File: src/rtl/sspe_pkg.sv
// Types and constants shared by the second shortest path engine
`timescale 1ns / 1ps
package sspe_pkg;

    localparam int NODE_W      = 10;
    localparam int WEIGHT_W    = 16;
    localparam int DIST_W      = 31;
    localparam int LINK_W      = 14;
    localparam int DEG_W       = 14;
    localparam int EDGE_AW     = 13;
    localparam int QUEUE_AW    = 14;
    localparam int COUNT_W     = 15;
    localparam int NODE_DEPTH  = 1024;
    localparam int EDGE_DEPTH  = 8192;
    localparam int QUEUE_DEPTH = 16384;

    localparam logic [DIST_W-1:0] DIST_INF   = 31'h7FFF_FFFF;
    localparam logic [LINK_W-1:0] LINK_EMPTY = 14'h2000;

    localparam logic       CMD_ADD = 1'b0;
    localparam logic       CMD_RUN = 1'b1;

    localparam logic       CFG_NODE_COUNT = 1'b0;
    localparam logic       CFG_MIN_DEGREE = 1'b1;

    localparam logic [1:0] ST_FOUND      = 2'd0;
    localparam logic [1:0] ST_NO_PATH    = 2'd1;
    localparam logic [1:0] ST_QUEUE_OVF  = 2'd2;
    localparam logic [1:0] ST_STORE_FULL = 2'd3;

    typedef struct packed {
        logic                command;
        logic [NODE_W-1:0]   node_a;
        logic [NODE_W-1:0]   node_b;
        logic [WEIGHT_W-1:0] weight;
    } in_t;

    typedef struct packed {
        logic [1:0]        status;
        logic [DIST_W-1:0] distance;
    } out_t;

    typedef struct packed {
        logic [LINK_W-1:0] head;
        logic [DEG_W-1:0]  degree;
    } node_word_t;

    typedef struct packed {
        logic [NODE_W-1:0]   target;
        logic [WEIGHT_W-1:0] length;
        logic [LINK_W-1:0]   link;
    } edge_word_t;

    typedef struct packed {
        logic [DIST_W-1:0] cost;
        logic [NODE_W-1:0] node;
    } heap_word_t;

    typedef struct packed {
        logic [DIST_W-1:0] best;
        logic [DIST_W-1:0] second;
    } dist_word_t;

    typedef struct packed {
        logic [NODE_W-1:0]  node_raddr;
        logic               node_we;
        logic [NODE_W-1:0]  node_waddr;
        node_word_t         node_wdata;
        logic [EDGE_AW-1:0] edge_raddr;
        logic               edge_we;
        logic [EDGE_AW-1:0] edge_waddr;
        edge_word_t         edge_wdata;
    } graph_req_t;

    typedef struct packed {
        node_word_t node_word;
        edge_word_t edge_word;
    } graph_rsp_t;

    typedef struct packed {
        logic [QUEUE_AW-1:0] heap_raddr_a;
        logic [QUEUE_AW-1:0] heap_raddr_b;
        logic                heap_we;
        logic [QUEUE_AW-1:0] heap_waddr;
        heap_word_t          heap_wdata;
        logic [NODE_W-1:0]   dist_raddr;
        logic                dist_we;
        logic [NODE_W-1:0]   dist_waddr;
        dist_word_t          dist_wdata;
    } queue_req_t;

    typedef struct packed {
        heap_word_t heap_a;
        heap_word_t heap_b;
        dist_word_t node_dist;
    } queue_rsp_t;

endpackage

File: src/rtl/sspe_seq.sv
// Sequencer: edge loading, heap search, result register and clearing sweep
`timescale 1ns / 1ps
module sspe_seq
    import sspe_pkg::*;
(
    input  logic              clk,
    input  logic              rst_n,
    input  logic              in_valid,
    output logic              in_ready,
    input  in_t               in_data,
    output logic              out_valid,
    input  logic              out_ready,
    output out_t              out_data,
    input  logic              cfg_we,
    input  logic              cfg_index,
    input  logic [DEG_W-1:0]  cfg_wdata,
    output graph_req_t        greq,
    input  graph_rsp_t        grsp,
    output queue_req_t        qreq,
    input  queue_rsp_t        qrsp
);

    localparam logic [4:0] S_CLEAR = 5'd0;
    localparam logic [4:0] S_IDLE  = 5'd1;
    localparam logic [4:0] S_A1    = 5'd2;
    localparam logic [4:0] S_A2    = 5'd3;
    localparam logic [4:0] S_A3    = 5'd4;
    localparam logic [4:0] S_R0    = 5'd5;
    localparam logic [4:0] S_POP   = 5'd6;
    localparam logic [4:0] S_POP1  = 5'd7;
    localparam logic [4:0] S_SD0   = 5'd8;
    localparam logic [4:0] S_SD1   = 5'd9;
    localparam logic [4:0] S_CHK1  = 5'd10;
    localparam logic [4:0] S_HEAD  = 5'd11;
    localparam logic [4:0] S_EDGE  = 5'd12;
    localparam logic [4:0] S_E1    = 5'd13;
    localparam logic [4:0] S_E2    = 5'd14;
    localparam logic [4:0] S_E3    = 5'd15;
    localparam logic [4:0] S_PU0   = 5'd16;
    localparam logic [4:0] S_PU1   = 5'd17;
    localparam logic [4:0] S_FIN   = 5'd18;
    localparam logic [4:0] S_EMIT  = 5'd19;

    logic [4:0]          state_reg, state_next;
    logic [NODE_W-1:0]   node_count_reg, node_count_next;
    logic [DEG_W-1:0]    min_degree_reg, min_degree_next;
    logic [LINK_W-1:0]   fill_reg, fill_next;
    logic                full_reg, full_next;
    logic [COUNT_W-1:0]  count_reg, count_next;
    logic [NODE_W-1:0]   sweep_reg, sweep_next;
    logic                out_valid_reg, out_valid_next;
    out_t                out_data_reg, out_data_next;
    out_t                res_reg, res_next;
    logic [NODE_W-1:0]   a_reg, a_next;
    logic [NODE_W-1:0]   b_reg, b_next;
    logic [WEIGHT_W-1:0] w_reg, w_next;
    logic [DIST_W-1:0]   d_reg, d_next;
    logic [NODE_W-1:0]   u_reg, u_next;
    heap_word_t          x_reg, x_next;
    logic [QUEUE_AW-1:0] i_reg, i_next;
    logic [LINK_W-1:0]   e_reg, e_next;
    logic [NODE_W-1:0]   v_reg, v_next;
    logic [DIST_W-1:0]   nd_reg, nd_next;

    logic [LINK_W-1:0]   fill_p1;
    logic [COUNT_W-1:0]  count_m1;
    logic [COUNT_W-1:0]  left_idx;
    logic [COUNT_W:0]    right_idx;
    logic                take_l, take_r;
    logic [DIST_W-1:0]   small_d;
    logic [QUEUE_AW-1:0] i_m1;
    logic [QUEUE_AW-1:0] parent_idx;
    logic [DIST_W:0]     sum;
    logic [DIST_W-1:0]   nd_sat;

    always_comb
    begin
        fill_p1    = fill_reg + LINK_W'(1);
        count_m1   = count_reg - COUNT_W'(1);
        left_idx   = {i_reg, 1'b1};
        right_idx  = {1'b0, i_reg, 1'b0} + (COUNT_W + 1)'(2);
        take_l     = (left_idx < count_reg) && (qrsp.heap_a.cost < x_reg.cost);
        small_d    = take_l ? qrsp.heap_a.cost : x_reg.cost;
        take_r     = (right_idx < {1'b0, count_reg}) && (qrsp.heap_b.cost < small_d);
        i_m1       = i_reg - QUEUE_AW'(1);
        parent_idx = {1'b0, i_m1[QUEUE_AW-1:1]};
        sum        = {1'b0, d_reg} + (DIST_W + 1)'(grsp.edge_word.length);
        nd_sat     = (sum > {1'b0, DIST_INF}) ? DIST_INF : sum[DIST_W-1:0];
    end

    always_comb
    begin
        state_next      = state_reg;
        node_count_next = node_count_reg;
        min_degree_next = min_degree_reg;
        fill_next       = fill_reg;
        full_next       = full_reg;
        count_next      = count_reg;
        sweep_next      = sweep_reg;
        out_valid_next  = out_valid_reg;
        out_data_next   = out_data_reg;
        res_next        = res_reg;
        a_next          = a_reg;
        b_next          = b_reg;
        w_next          = w_reg;
        d_next          = d_reg;
        u_next          = u_reg;
        x_next          = x_reg;
        i_next          = i_reg;
        e_next          = e_reg;
        v_next          = v_reg;
        nd_next         = nd_reg;
        greq            = '0;
        qreq            = '0;
        in_ready        = (state_reg == S_IDLE);

        if (cfg_we)
        begin
            case (cfg_index)
                CFG_NODE_COUNT: node_count_next = cfg_wdata[NODE_W-1:0];
                CFG_MIN_DEGREE: min_degree_next = cfg_wdata;
                default:        ;
            endcase
        end

        if (out_valid_reg && out_ready)
        begin
            out_valid_next = 1'b0;
        end

        case (state_reg)
            S_CLEAR:
            begin
                greq.node_we            = 1'b1;
                greq.node_waddr         = sweep_reg;
                greq.node_wdata.head    = LINK_EMPTY;
                greq.node_wdata.degree  = '0;
                qreq.dist_we            = 1'b1;
                qreq.dist_waddr         = sweep_reg;
                qreq.dist_wdata.best    = DIST_INF;
                qreq.dist_wdata.second  = DIST_INF;
                sweep_next              = sweep_reg + NODE_W'(1);
                if (sweep_reg == NODE_W'(NODE_DEPTH - 1))
                begin
                    state_next = S_IDLE;
                end
            end
            S_IDLE:
            begin
                greq.node_raddr = in_data.node_a;
                if (in_valid)
                begin
                    a_next = in_data.node_a;
                    b_next = in_data.node_b;
                    w_next = in_data.weight;
                    if (in_data.command == CMD_ADD)
                    begin
                        if (({1'b0, fill_reg} + (LINK_W + 1)'(2)) > (LINK_W + 1)'(EDGE_DEPTH))
                        begin
                            full_next = 1'b1;
                        end
                        else
                        begin
                            state_next = S_A1;
                        end
                    end
                    else if (full_reg)
                    begin
                        res_next   = '{status: ST_STORE_FULL, distance: '0};
                        state_next = S_EMIT;
                    end
                    else if (node_count_reg == '0)
                    begin
                        res_next   = '{status: ST_NO_PATH, distance: '0};
                        state_next = S_EMIT;
                    end
                    else
                    begin
                        state_next = S_R0;
                    end
                end
            end
            S_A1:
            begin
                greq.edge_we           = 1'b1;
                greq.edge_waddr        = fill_reg[EDGE_AW-1:0];
                greq.edge_wdata.target = b_reg;
                greq.edge_wdata.length = w_reg;
                greq.edge_wdata.link   = grsp.node_word.head;
                greq.node_we           = 1'b1;
                greq.node_waddr        = a_reg;
                greq.node_wdata.head   = fill_reg;
                greq.node_wdata.degree = grsp.node_word.degree + DEG_W'(1);
                state_next             = S_A2;
            end
            S_A2:
            begin
                greq.node_raddr = b_reg;
                state_next      = S_A3;
            end
            S_A3:
            begin
                greq.edge_we           = 1'b1;
                greq.edge_waddr        = fill_p1[EDGE_AW-1:0];
                greq.edge_wdata.target = a_reg;
                greq.edge_wdata.length = w_reg;
                greq.edge_wdata.link   = grsp.node_word.head;
                greq.node_we           = 1'b1;
                greq.node_waddr        = b_reg;
                greq.node_wdata.head   = fill_p1;
                greq.node_wdata.degree = grsp.node_word.degree + DEG_W'(1);
                fill_next              = fill_reg + LINK_W'(2);
                state_next             = S_IDLE;
            end
            S_R0:
            begin
                qreq.dist_we           = 1'b1;
                qreq.dist_waddr        = NODE_W'(1);
                qreq.dist_wdata.best   = '0;
                qreq.dist_wdata.second = DIST_INF;
                qreq.heap_we           = 1'b1;
                qreq.heap_waddr        = '0;
                qreq.heap_wdata.cost   = '0;
                qreq.heap_wdata.node   = NODE_W'(1);
                count_next             = COUNT_W'(1);
                state_next             = S_POP;
            end
            S_POP:
            begin
                if (count_reg == '0)
                begin
                    qreq.dist_raddr = node_count_reg;
                    state_next      = S_FIN;
                end
                else
                begin
                    qreq.heap_raddr_a = '0;
                    qreq.heap_raddr_b = count_m1[QUEUE_AW-1:0];
                    count_next        = count_m1;
                    state_next        = S_POP1;
                end
            end
            S_POP1:
            begin
                d_next     = qrsp.heap_a.cost;
                u_next     = qrsp.heap_a.node;
                x_next     = qrsp.heap_b;
                i_next     = '0;
                state_next = S_SD0;
            end
            S_SD0:
            begin
                qreq.heap_raddr_a = left_idx[QUEUE_AW-1:0];
                qreq.heap_raddr_b = right_idx[QUEUE_AW-1:0];
                state_next        = S_SD1;
            end
            S_SD1:
            begin
                qreq.heap_we    = 1'b1;
                qreq.heap_waddr = i_reg;
                if (take_r)
                begin
                    qreq.heap_wdata = qrsp.heap_b;
                    i_next          = right_idx[QUEUE_AW-1:0];
                    state_next      = S_SD0;
                end
                else if (take_l)
                begin
                    qreq.heap_wdata = qrsp.heap_a;
                    i_next          = left_idx[QUEUE_AW-1:0];
                    state_next      = S_SD0;
                end
                else
                begin
                    qreq.heap_wdata = x_reg;
                    qreq.dist_raddr = u_reg;
                    state_next      = S_CHK1;
                end
            end
            S_CHK1:
            begin
                if (d_reg > qrsp.node_dist.second)
                begin
                    state_next = S_POP;
                end
                else
                begin
                    greq.node_raddr = u_reg;
                    state_next      = S_HEAD;
                end
            end
            S_HEAD:
            begin
                e_next     = grsp.node_word.head;
                state_next = S_EDGE;
            end
            S_EDGE:
            begin
                if (e_reg >= LINK_W'(EDGE_DEPTH))
                begin
                    state_next = S_POP;
                end
                else
                begin
                    greq.edge_raddr = e_reg[EDGE_AW-1:0];
                    state_next      = S_E1;
                end
            end
            S_E1:
            begin
                v_next  = grsp.edge_word.target;
                e_next  = grsp.edge_word.link;
                nd_next = nd_sat;
                if ((grsp.edge_word.target == '0) ||
                    (grsp.edge_word.target > node_count_reg))
                begin
                    state_next = S_EDGE;
                end
                else
                begin
                    greq.node_raddr = grsp.edge_word.target;
                    state_next      = S_E2;
                end
            end
            S_E2:
            begin
                if ((grsp.node_word.degree < min_degree_reg) &&
                    (v_reg != NODE_W'(1)) && (v_reg != node_count_reg))
                begin
                    state_next = S_EDGE;
                end
                else
                begin
                    qreq.dist_raddr = v_reg;
                    state_next      = S_E3;
                end
            end
            S_E3:
            begin
                state_next = S_EDGE;
                if ((qrsp.node_dist.best > nd_reg) ||
                    ((nd_reg < qrsp.node_dist.second) && (nd_reg > qrsp.node_dist.best)))
                begin
                    qreq.dist_we    = 1'b1;
                    qreq.dist_waddr = v_reg;
                    if (qrsp.node_dist.best > nd_reg)
                    begin
                        qreq.dist_wdata.best   = nd_reg;
                        qreq.dist_wdata.second = qrsp.node_dist.best;
                    end
                    else
                    begin
                        qreq.dist_wdata.best   = qrsp.node_dist.best;
                        qreq.dist_wdata.second = nd_reg;
                    end
                    if (count_reg >= COUNT_W'(QUEUE_DEPTH))
                    begin
                        res_next   = '{status: ST_QUEUE_OVF, distance: '0};
                        state_next = S_EMIT;
                    end
                    else
                    begin
                        i_next     = count_reg[QUEUE_AW-1:0];
                        count_next = count_reg + COUNT_W'(1);
                        state_next = S_PU0;
                    end
                end
            end
            S_PU0:
            begin
                if (i_reg == '0)
                begin
                    qreq.heap_we         = 1'b1;
                    qreq.heap_waddr      = '0;
                    qreq.heap_wdata.cost = nd_reg;
                    qreq.heap_wdata.node = v_reg;
                    state_next           = S_EDGE;
                end
                else
                begin
                    qreq.heap_raddr_a = parent_idx;
                    state_next        = S_PU1;
                end
            end
            S_PU1:
            begin
                qreq.heap_we    = 1'b1;
                qreq.heap_waddr = i_reg;
                if (nd_reg < qrsp.heap_a.cost)
                begin
                    qreq.heap_wdata = qrsp.heap_a;
                    i_next          = parent_idx;
                    state_next      = S_PU0;
                end
                else
                begin
                    qreq.heap_wdata.cost = nd_reg;
                    qreq.heap_wdata.node = v_reg;
                    state_next           = S_EDGE;
                end
            end
            S_FIN:
            begin
                if (qrsp.node_dist.second == DIST_INF)
                begin
                    res_next = '{status: ST_NO_PATH, distance: '0};
                end
                else
                begin
                    res_next = '{status: ST_FOUND, distance: qrsp.node_dist.second};
                end
                state_next = S_EMIT;
            end
            S_EMIT:
            begin
                if (!out_valid_reg || out_ready)
                begin
                    out_valid_next = 1'b1;
                    out_data_next  = res_reg;
                    fill_next      = '0;
                    full_next      = 1'b0;
                    count_next     = '0;
                    sweep_next     = '0;
                    state_next     = S_CLEAR;
                end
            end
            default:
            begin
                state_next = S_CLEAR;
                sweep_next = '0;
            end
        endcase
    end

    always_ff @(posedge clk or negedge rst_n)
    begin
        if (!rst_n)
        begin
            state_reg      <= S_CLEAR;
            node_count_reg <= NODE_W'(2);
            min_degree_reg <= '0;
            fill_reg       <= '0;
            full_reg       <= 1'b0;
            count_reg      <= '0;
            sweep_reg      <= '0;
            out_valid_reg  <= 1'b0;
        end
        else
        begin
            state_reg      <= state_next;
            node_count_reg <= node_count_next;
            min_degree_reg <= min_degree_next;
            fill_reg       <= fill_next;
            full_reg       <= full_next;
            count_reg      <= count_next;
            sweep_reg      <= sweep_next;
            out_valid_reg  <= out_valid_next;
        end
    end

    always_ff @(posedge clk)
    begin
        out_data_reg <= out_data_next;
        res_reg      <= res_next;
        a_reg        <= a_next;
        b_reg        <= b_next;
        w_reg        <= w_next;
        d_reg        <= d_next;
        u_reg        <= u_next;
        x_reg        <= x_next;
        i_reg        <= i_next;
        e_reg        <= e_next;
        v_reg        <= v_next;
        nd_reg       <= nd_next;
    end

    assign out_valid = out_valid_reg;
    assign out_data  = out_data_reg;

endmodule

File: config.mk
export PLATFORM = sky130hd
export DESIGN_NAME = sspe_seq
export DESIGN_NICKNAME = d
export VERILOG_FILES = /design/src/rtl/sspe_pkg.sv /design/src/rtl/sspe_seq.sv
export SDC_FILE = /design/constraint.sdc
export NUM_CORES = 1
export LEC_CHECK = 0
export BUFFER_PORTS_ARGS = -buffer_cell sky130_fd_sc_hd__clkbuf_2
export CAP_MARGIN = 20
export CELL_PAD_IN_SITES_DETAIL_PLACEMENT = 1
export CELL_PAD_IN_SITES_GLOBAL_PLACEMENT = 1
export CORE_ASPECT_RATIO = 1.5
export CORE_MARGIN = 5
export CORE_UTILIZATION = 42
export CTS_CLUSTER_SIZE = 28
export DETAILED_ROUTE_END_ITERATION = 10
export MAX_ROUTING_LAYER = met4
export PLACE_DENSITY = 0.9
export RECOVER_POWER = 25
export SETUP_SLACK_MARGIN = 0.5
export SLEW_MARGIN = 0
export SYNTH_ARGS = -nofsm -noshare
export SYNTH_HDL_FRONTEND = slang
export SYNTH_SLANG_ARGS = --single-unit
File: constraint.sdc
create_clock -name clk -period 8.25 [get_ports clk]
set_clock_uncertainty 0.2 [all_clocks]
set_input_delay 0.825 -clock clk [delete_from_list [all_inputs] [get_ports clk]]
set_output_delay 0.825 -clock clk [all_outputs]
set_load 0.03 [all_outputs]
==> After elaboration in Yosys (flattened, before gate mapping) <==
Cells that the tools add are included.
{ "word_totals": {"out_inout_bits": 318, "register_bits": 323, "wordCells": 196} }
{ "op_classes": {"magnitude_cmp": 15, "eq_ne": 37, "n_reduce_logical": 33, "n_addsub": 10, "n_bitwise": 2, "mux": 76} }
{ "op_table": {"columns": ["cell", "n"], "rows": [
  ["$pmux W56 S4", 1],
  ["$pmux W73 S3", 1],
  ["$mux W33", 6],
  ["$lt A31 B31 Y1", 4],
  ["$mux W41", 3],
  ["$pmux W39 S3", 1],
  ["$pmux W54 S2", 1],
  ["$pmux W5 S20", 1],
  ["$pmux W33 S3", 1],
  ["$mux W14", 7],
  ["$gt A31 B31 Y1", 3],
  ["$pmux W14 S2", 3],
  ["$mux W73", 1],
  ["$mux W10", 7],
  ["$mux W62", 1],
  ["$mux W15", 4],
  ["$pmux W10 S3", 2],
  ["$pmux W15 S4", 1],
  ["$mux W56", 1],
  ["$pmux W14 S4", 1],
  ["$mux W5", 11],
  ["$pmux W14 S3", 1],
  ["$eq A5 B4 Y1 const B", 8],
  ["$pmux W10 S4", 1],
  ["52 further kinds", 102]
]} }

==> Longest topological paths before layout <==
{ "logic_depth": {"word_depth": 7, "mapped_depth": 25} }

==> Worst setup path before layout <==
Ideal clock, no wire load.
{ "synth_path": {"kind": "reg-to-reg", "startpoint": "register state_reg[1]", "endpoint": "register i_reg[0] (enable)", "setup_slack_ns": 1.959, "setup_ns": 0.403, "arrival_ns": 5.688, "stages_incl_launch_ff": 7, "path_buffers": 2, "path_cell_list": "dfrtp_1 -> buf_1 -> buf_1 -> nand2_1 -> nor2_1 -> nor4_1 -> nor3_1"} }
{ "synth_between": {"elab_chain_len": 3, "word_cells_on_any_way": 10, "classes_between": "8 x eq/ne; 2 x reduce/logical"} }
{ "synth_lines": {"columns": ["element", "line_no", "rtl"], "rows": [
  ["from (decl)", "sspe_seq.sv:44", "logic [4:0] state_reg, state_next;"],
  ["from (signal assigned)", "sspe_seq.sv:450", "state_reg <= state_next;"],
  ["$eq A5 B4 Y1, or another cell as far along", "sspe_seq.sv:131", "case (state_reg)"],
  ["$ne A3 B3 Y1 (no source line), or another cell as far along", null, null],
  ["$reduce_and A5 Y1 (no source line) *", null, null],
  ["to (signal assigned)", "sspe_seq.sv:471", "i_reg <= i_next;"],
  ["to (decl)", "sspe_seq.sv:60", "logic [QUEUE_AW-1:0] i_reg, i_next;"]
]} }
Every way passes the cells marked *; elsewhere a longest branch is shown, timed or not.
A chain may end at the register's enable or synchronous reset.

==> metrics <==
maxcap violations 1; slack of the critical path between 700 and 800 ps; Worst VDD drop around 0.00016 V; Power Dens Cells 133 nW/um^2; synthesized area per cell around 9.3 um^2; Post-synth EDFFs 253; Final Hold Fails 0; fmax 133 MHz; Layout Area Growth over Synthesis 20.1%; failing checks max-capacitance violations, max-slew violations; reg2reg start count_reg[12]$_DFFE_PN0P_; clk sinks between 300 and 400; vias between 20k and 25k; Final Setup Violations 0; cell chain of the critical path inv_1 -> ha_1 -> a21oi_1 -> nor2b_1 -> o21ai_0 -> nand2_1 -> nor3_1 -> nand2_2 -> buf_6 -> a21oi_1 -> ha_1 -> a21o_1 -> a21o_1 -> a21oi_1 -> o21ai_1 -> nand4bb_1 -> nor2b_1 -> a311oi_4 -> buf_12 -> buf_4 -> nand3_1 -> o211ai_1 -> clkbuf_2; post-synthesis sequential area ratio around two fifths; Arr. time, crit path between 6000 and 7000 ps; clk root buf clkbuf_16; Fillers slightly below 7k; post-synthesis cell count between 2k and 3k; flop and latch count out of synthesis 322; Worst path slowest cell nor3_1; die width around 210 um; largest net degree at the start of global routing 66; M1 GR Usage approximately a third; die area 63400 um^2; Crit path max-delay family compound AO/OA/AOI/OAI gates; die height 306 um; routed vias/inst 6.11; Core Region between 50000 and 60000 um^2; largest area contributor in the netlist edfxtp_1; Leakage around 13 nW; Final Power 3.92 mW; most used cell, CP a21oi_1; GR peak layer met2; final wirelength 110000 um; GR Layer Usage met2 slightly above 60%; Least-Margin Pin Slew between 3000 and 4000 ps; vias in the first global route 25.9k; syn nets 3162; Critical path buffers and inverters 5; max-slew violations 66; critical path data required time ~7200 ps; fin crit period roughly 7500 ps; # port buffers around 600; total CTS buffers 37; Total GRT Usage about a third; initial antenna violation count 20; GRT overflow 0; Slew Limit Headroom -164%; Initial DRT Pass Iterations 5; CP max FO 34; final setup TNS 0 ps; HPWL after DPL 86800 um; synthesized cell area 24500 um^2; Critical Path Max Stage Delay 600 ps; share of cells above drive strength 1 20.6%; yosys warns 0; crit start category register; Largest register FFs 41; worst min path class input pin to register; Max clock buf depth 3; Clock Latency Late Sink roughly 580 ps; status finished with violations; Main synth FF type edfxtp_1; met3 usage slightly above 7%; library cells used by synthesis between 80 and 90; top cells by area, synth edfxtp_1 (31%), ha_1 (13%), dfrtp_1 (6.9%); ys async rst share 21.4%; initial core utilization between 40% and 50%; wire per inst ~27 um; H-Tree Depth 2; worst hold start in_data[9]; top cell type's share of synthesized area slightly above 30%; WS Path Type register to output pin; Setup crit start count_reg[12]$_DFFE_PN0P_; Setup crit end kind output pin; drc violations 0; first-pass GRT wire length around 160000 um; pre-CTS WS 325 ps; Ports 587; unrepaired setup endpoints after global routing true; Nets roughly 3.7k; clock-pin slew on the worst setup and hold paths 60 ps; Rows between 100 and 150; gpl congestion 0.981; CTS tree yes; Tcrit/Tclk final about nine tenths; Post-DRT Antenna Nets 0; DRT iter0 DRCs approximately 1.8k
worst register-to-register path, delay by kind of cell, from the launching register on:
| family | cells | cell delay, ps |
|---|---|---|
| multiplexers | 1 | 150 |
| AND/OR/NAND/NOR | 7 | 1870 |
| buffers and inverters | 4 | 920 |
| adder cells (fa/ha/maj) | 2 | 650 |
| flip-flops | 1 | 550 |
| AO/OA/AOI/OAI | 8 | 1640 |
cells in the mapped netlist, types with 13 or more instances:
master    instances
ha_1            256
edfxtp_1        253
inv_1           212
nand2_1         212
o21ai_0         204
nor2_1          171
a21oi_1         132
and2_1          109
clkbuf_1        102
mux2i_1          76
dfrtp_1          68
nand3_1          64
nand4_1          52
nor2b_1          50
nor3_1           46
xnor2_1          45
a22oi_1          44
a21o_1           37
xor2_1           37
mux2_2           33
o221ai_1         31
and3_1           27
o211ai_1         26
a22o_1           23
a31oi_1          23
nand2b_1         22
a211oi_1         20
a222oi_1         20
nor4_1           20
o22ai_1          16
o31ai_1          16
buf_2            13
power breakdown:
part	leakage [nW]	switching (mW)	internal [mW]	total [mW]
Sequential	3.12	0.0167	1.76	1.78
Combinational	9.24	0.291	0.197	0.488
Clock	0.559	0.749	0.909	1.66
cells by family after synthesis:
family / share of synthesized area [%]
AOI/OAI and AO/OA: 18.4
xor gates and xnor gates: 2.93
adders and majority gates: 13.2
buffers and inverters: 5.70
DFF: 38.1
muxes: 4.62
and+or+nand+nor: 17.1
through the flow:
stage               utilization (%)  instance area, um^2  hold WS, ps  std cells
finish                         50.9                29400          217       3989
global route                   50.9                29400          202       3985
CTS                            50.9                29500          192       3963
detailed placement             48.8                28200          206       3892
global placement               48.8                28200          200       3892
floorplan                         -                24500          200       2636
repair_timing:
action,4_1_cts,5_1_grt
pin swaps,1,0
setup buffers,2,0
endpoints found under the setup margin,47,49
gates cloned,0,0
hold buffers,1,0
endpoints found under the hold margin,4,0
gates resized for setup,4,7
cell type report:
| type | instances | area, um^2 | share of cell area, % |
|---|---|---|---|
| Antenna cell | 22 | 55.1 | 0.187 |
| Clock buffer | 49 | 981 | 3.33 |
| Clock inverter | 19 | 174 | 0.591 |
| Inverter | 214 | 807 | 2.74 |
| Multi-Input combinational cell | 1961 | 13900 | 47.3 |
| Sequential cell | 322 | 9330 | 31.7 |
| Tap cell | 770 | 963 | 3.27 |
| Timing Repair Buffer | 632 | 3200 | 10.9 |
metal layers:
layer  vias up  wire [um]
li1      10831          -
met1     11943      36800
met2      1206      55800
met3       396       7860
met4         0       9160
met5         -          0
placed cells by master, fill, tap and decap left out, types with 37 or more instances in the layout:
| master | count |
|---|---|
| nor2b_1 | 50 |
| dfrtp_1 | 67 |
| edfxtp_1 | 253 |
| clkbuf_1 | 123 |
| mux2i_1 | 76 |
| a21o_1 | 37 |
| xor2_1 | 37 |
| clkbuf_16 | 37 |
| and2_1 | 108 |
| xnor2_1 | 45 |
| ha_1 | 256 |
| inv_1 | 212 |
| nand2_1 | 211 |
| clkbuf_2 | 475 |
| nor3_1 | 42 |
| nand4_1 | 52 |
| nand3_1 | 64 |
| a21oi_1 | 131 |
| nor2_1 | 164 |
| a22oi_1 | 44 |
| o21ai_0 | 203 |
worst paths after layout:
kind                       cells past startpoint                        end  slack (ps)
min in group asynchronous                      2  count_reg[12]$_DFFE_PN0P_         460
min                                            1         w_reg[9]$_DFFE_PP_         220
min reg2reg                                    0      out_data[2]$_DFFE_PP_         220
max reg2reg                                   22         i_reg[3]$_DFFE_PP_        1980
max                                           23                  qreq[119]         730
max in group asynchronous                      3   count_reg[8]$_DFFE_PN0P_        3040
No activity file was read; power rests on OpenSTA's default activity.
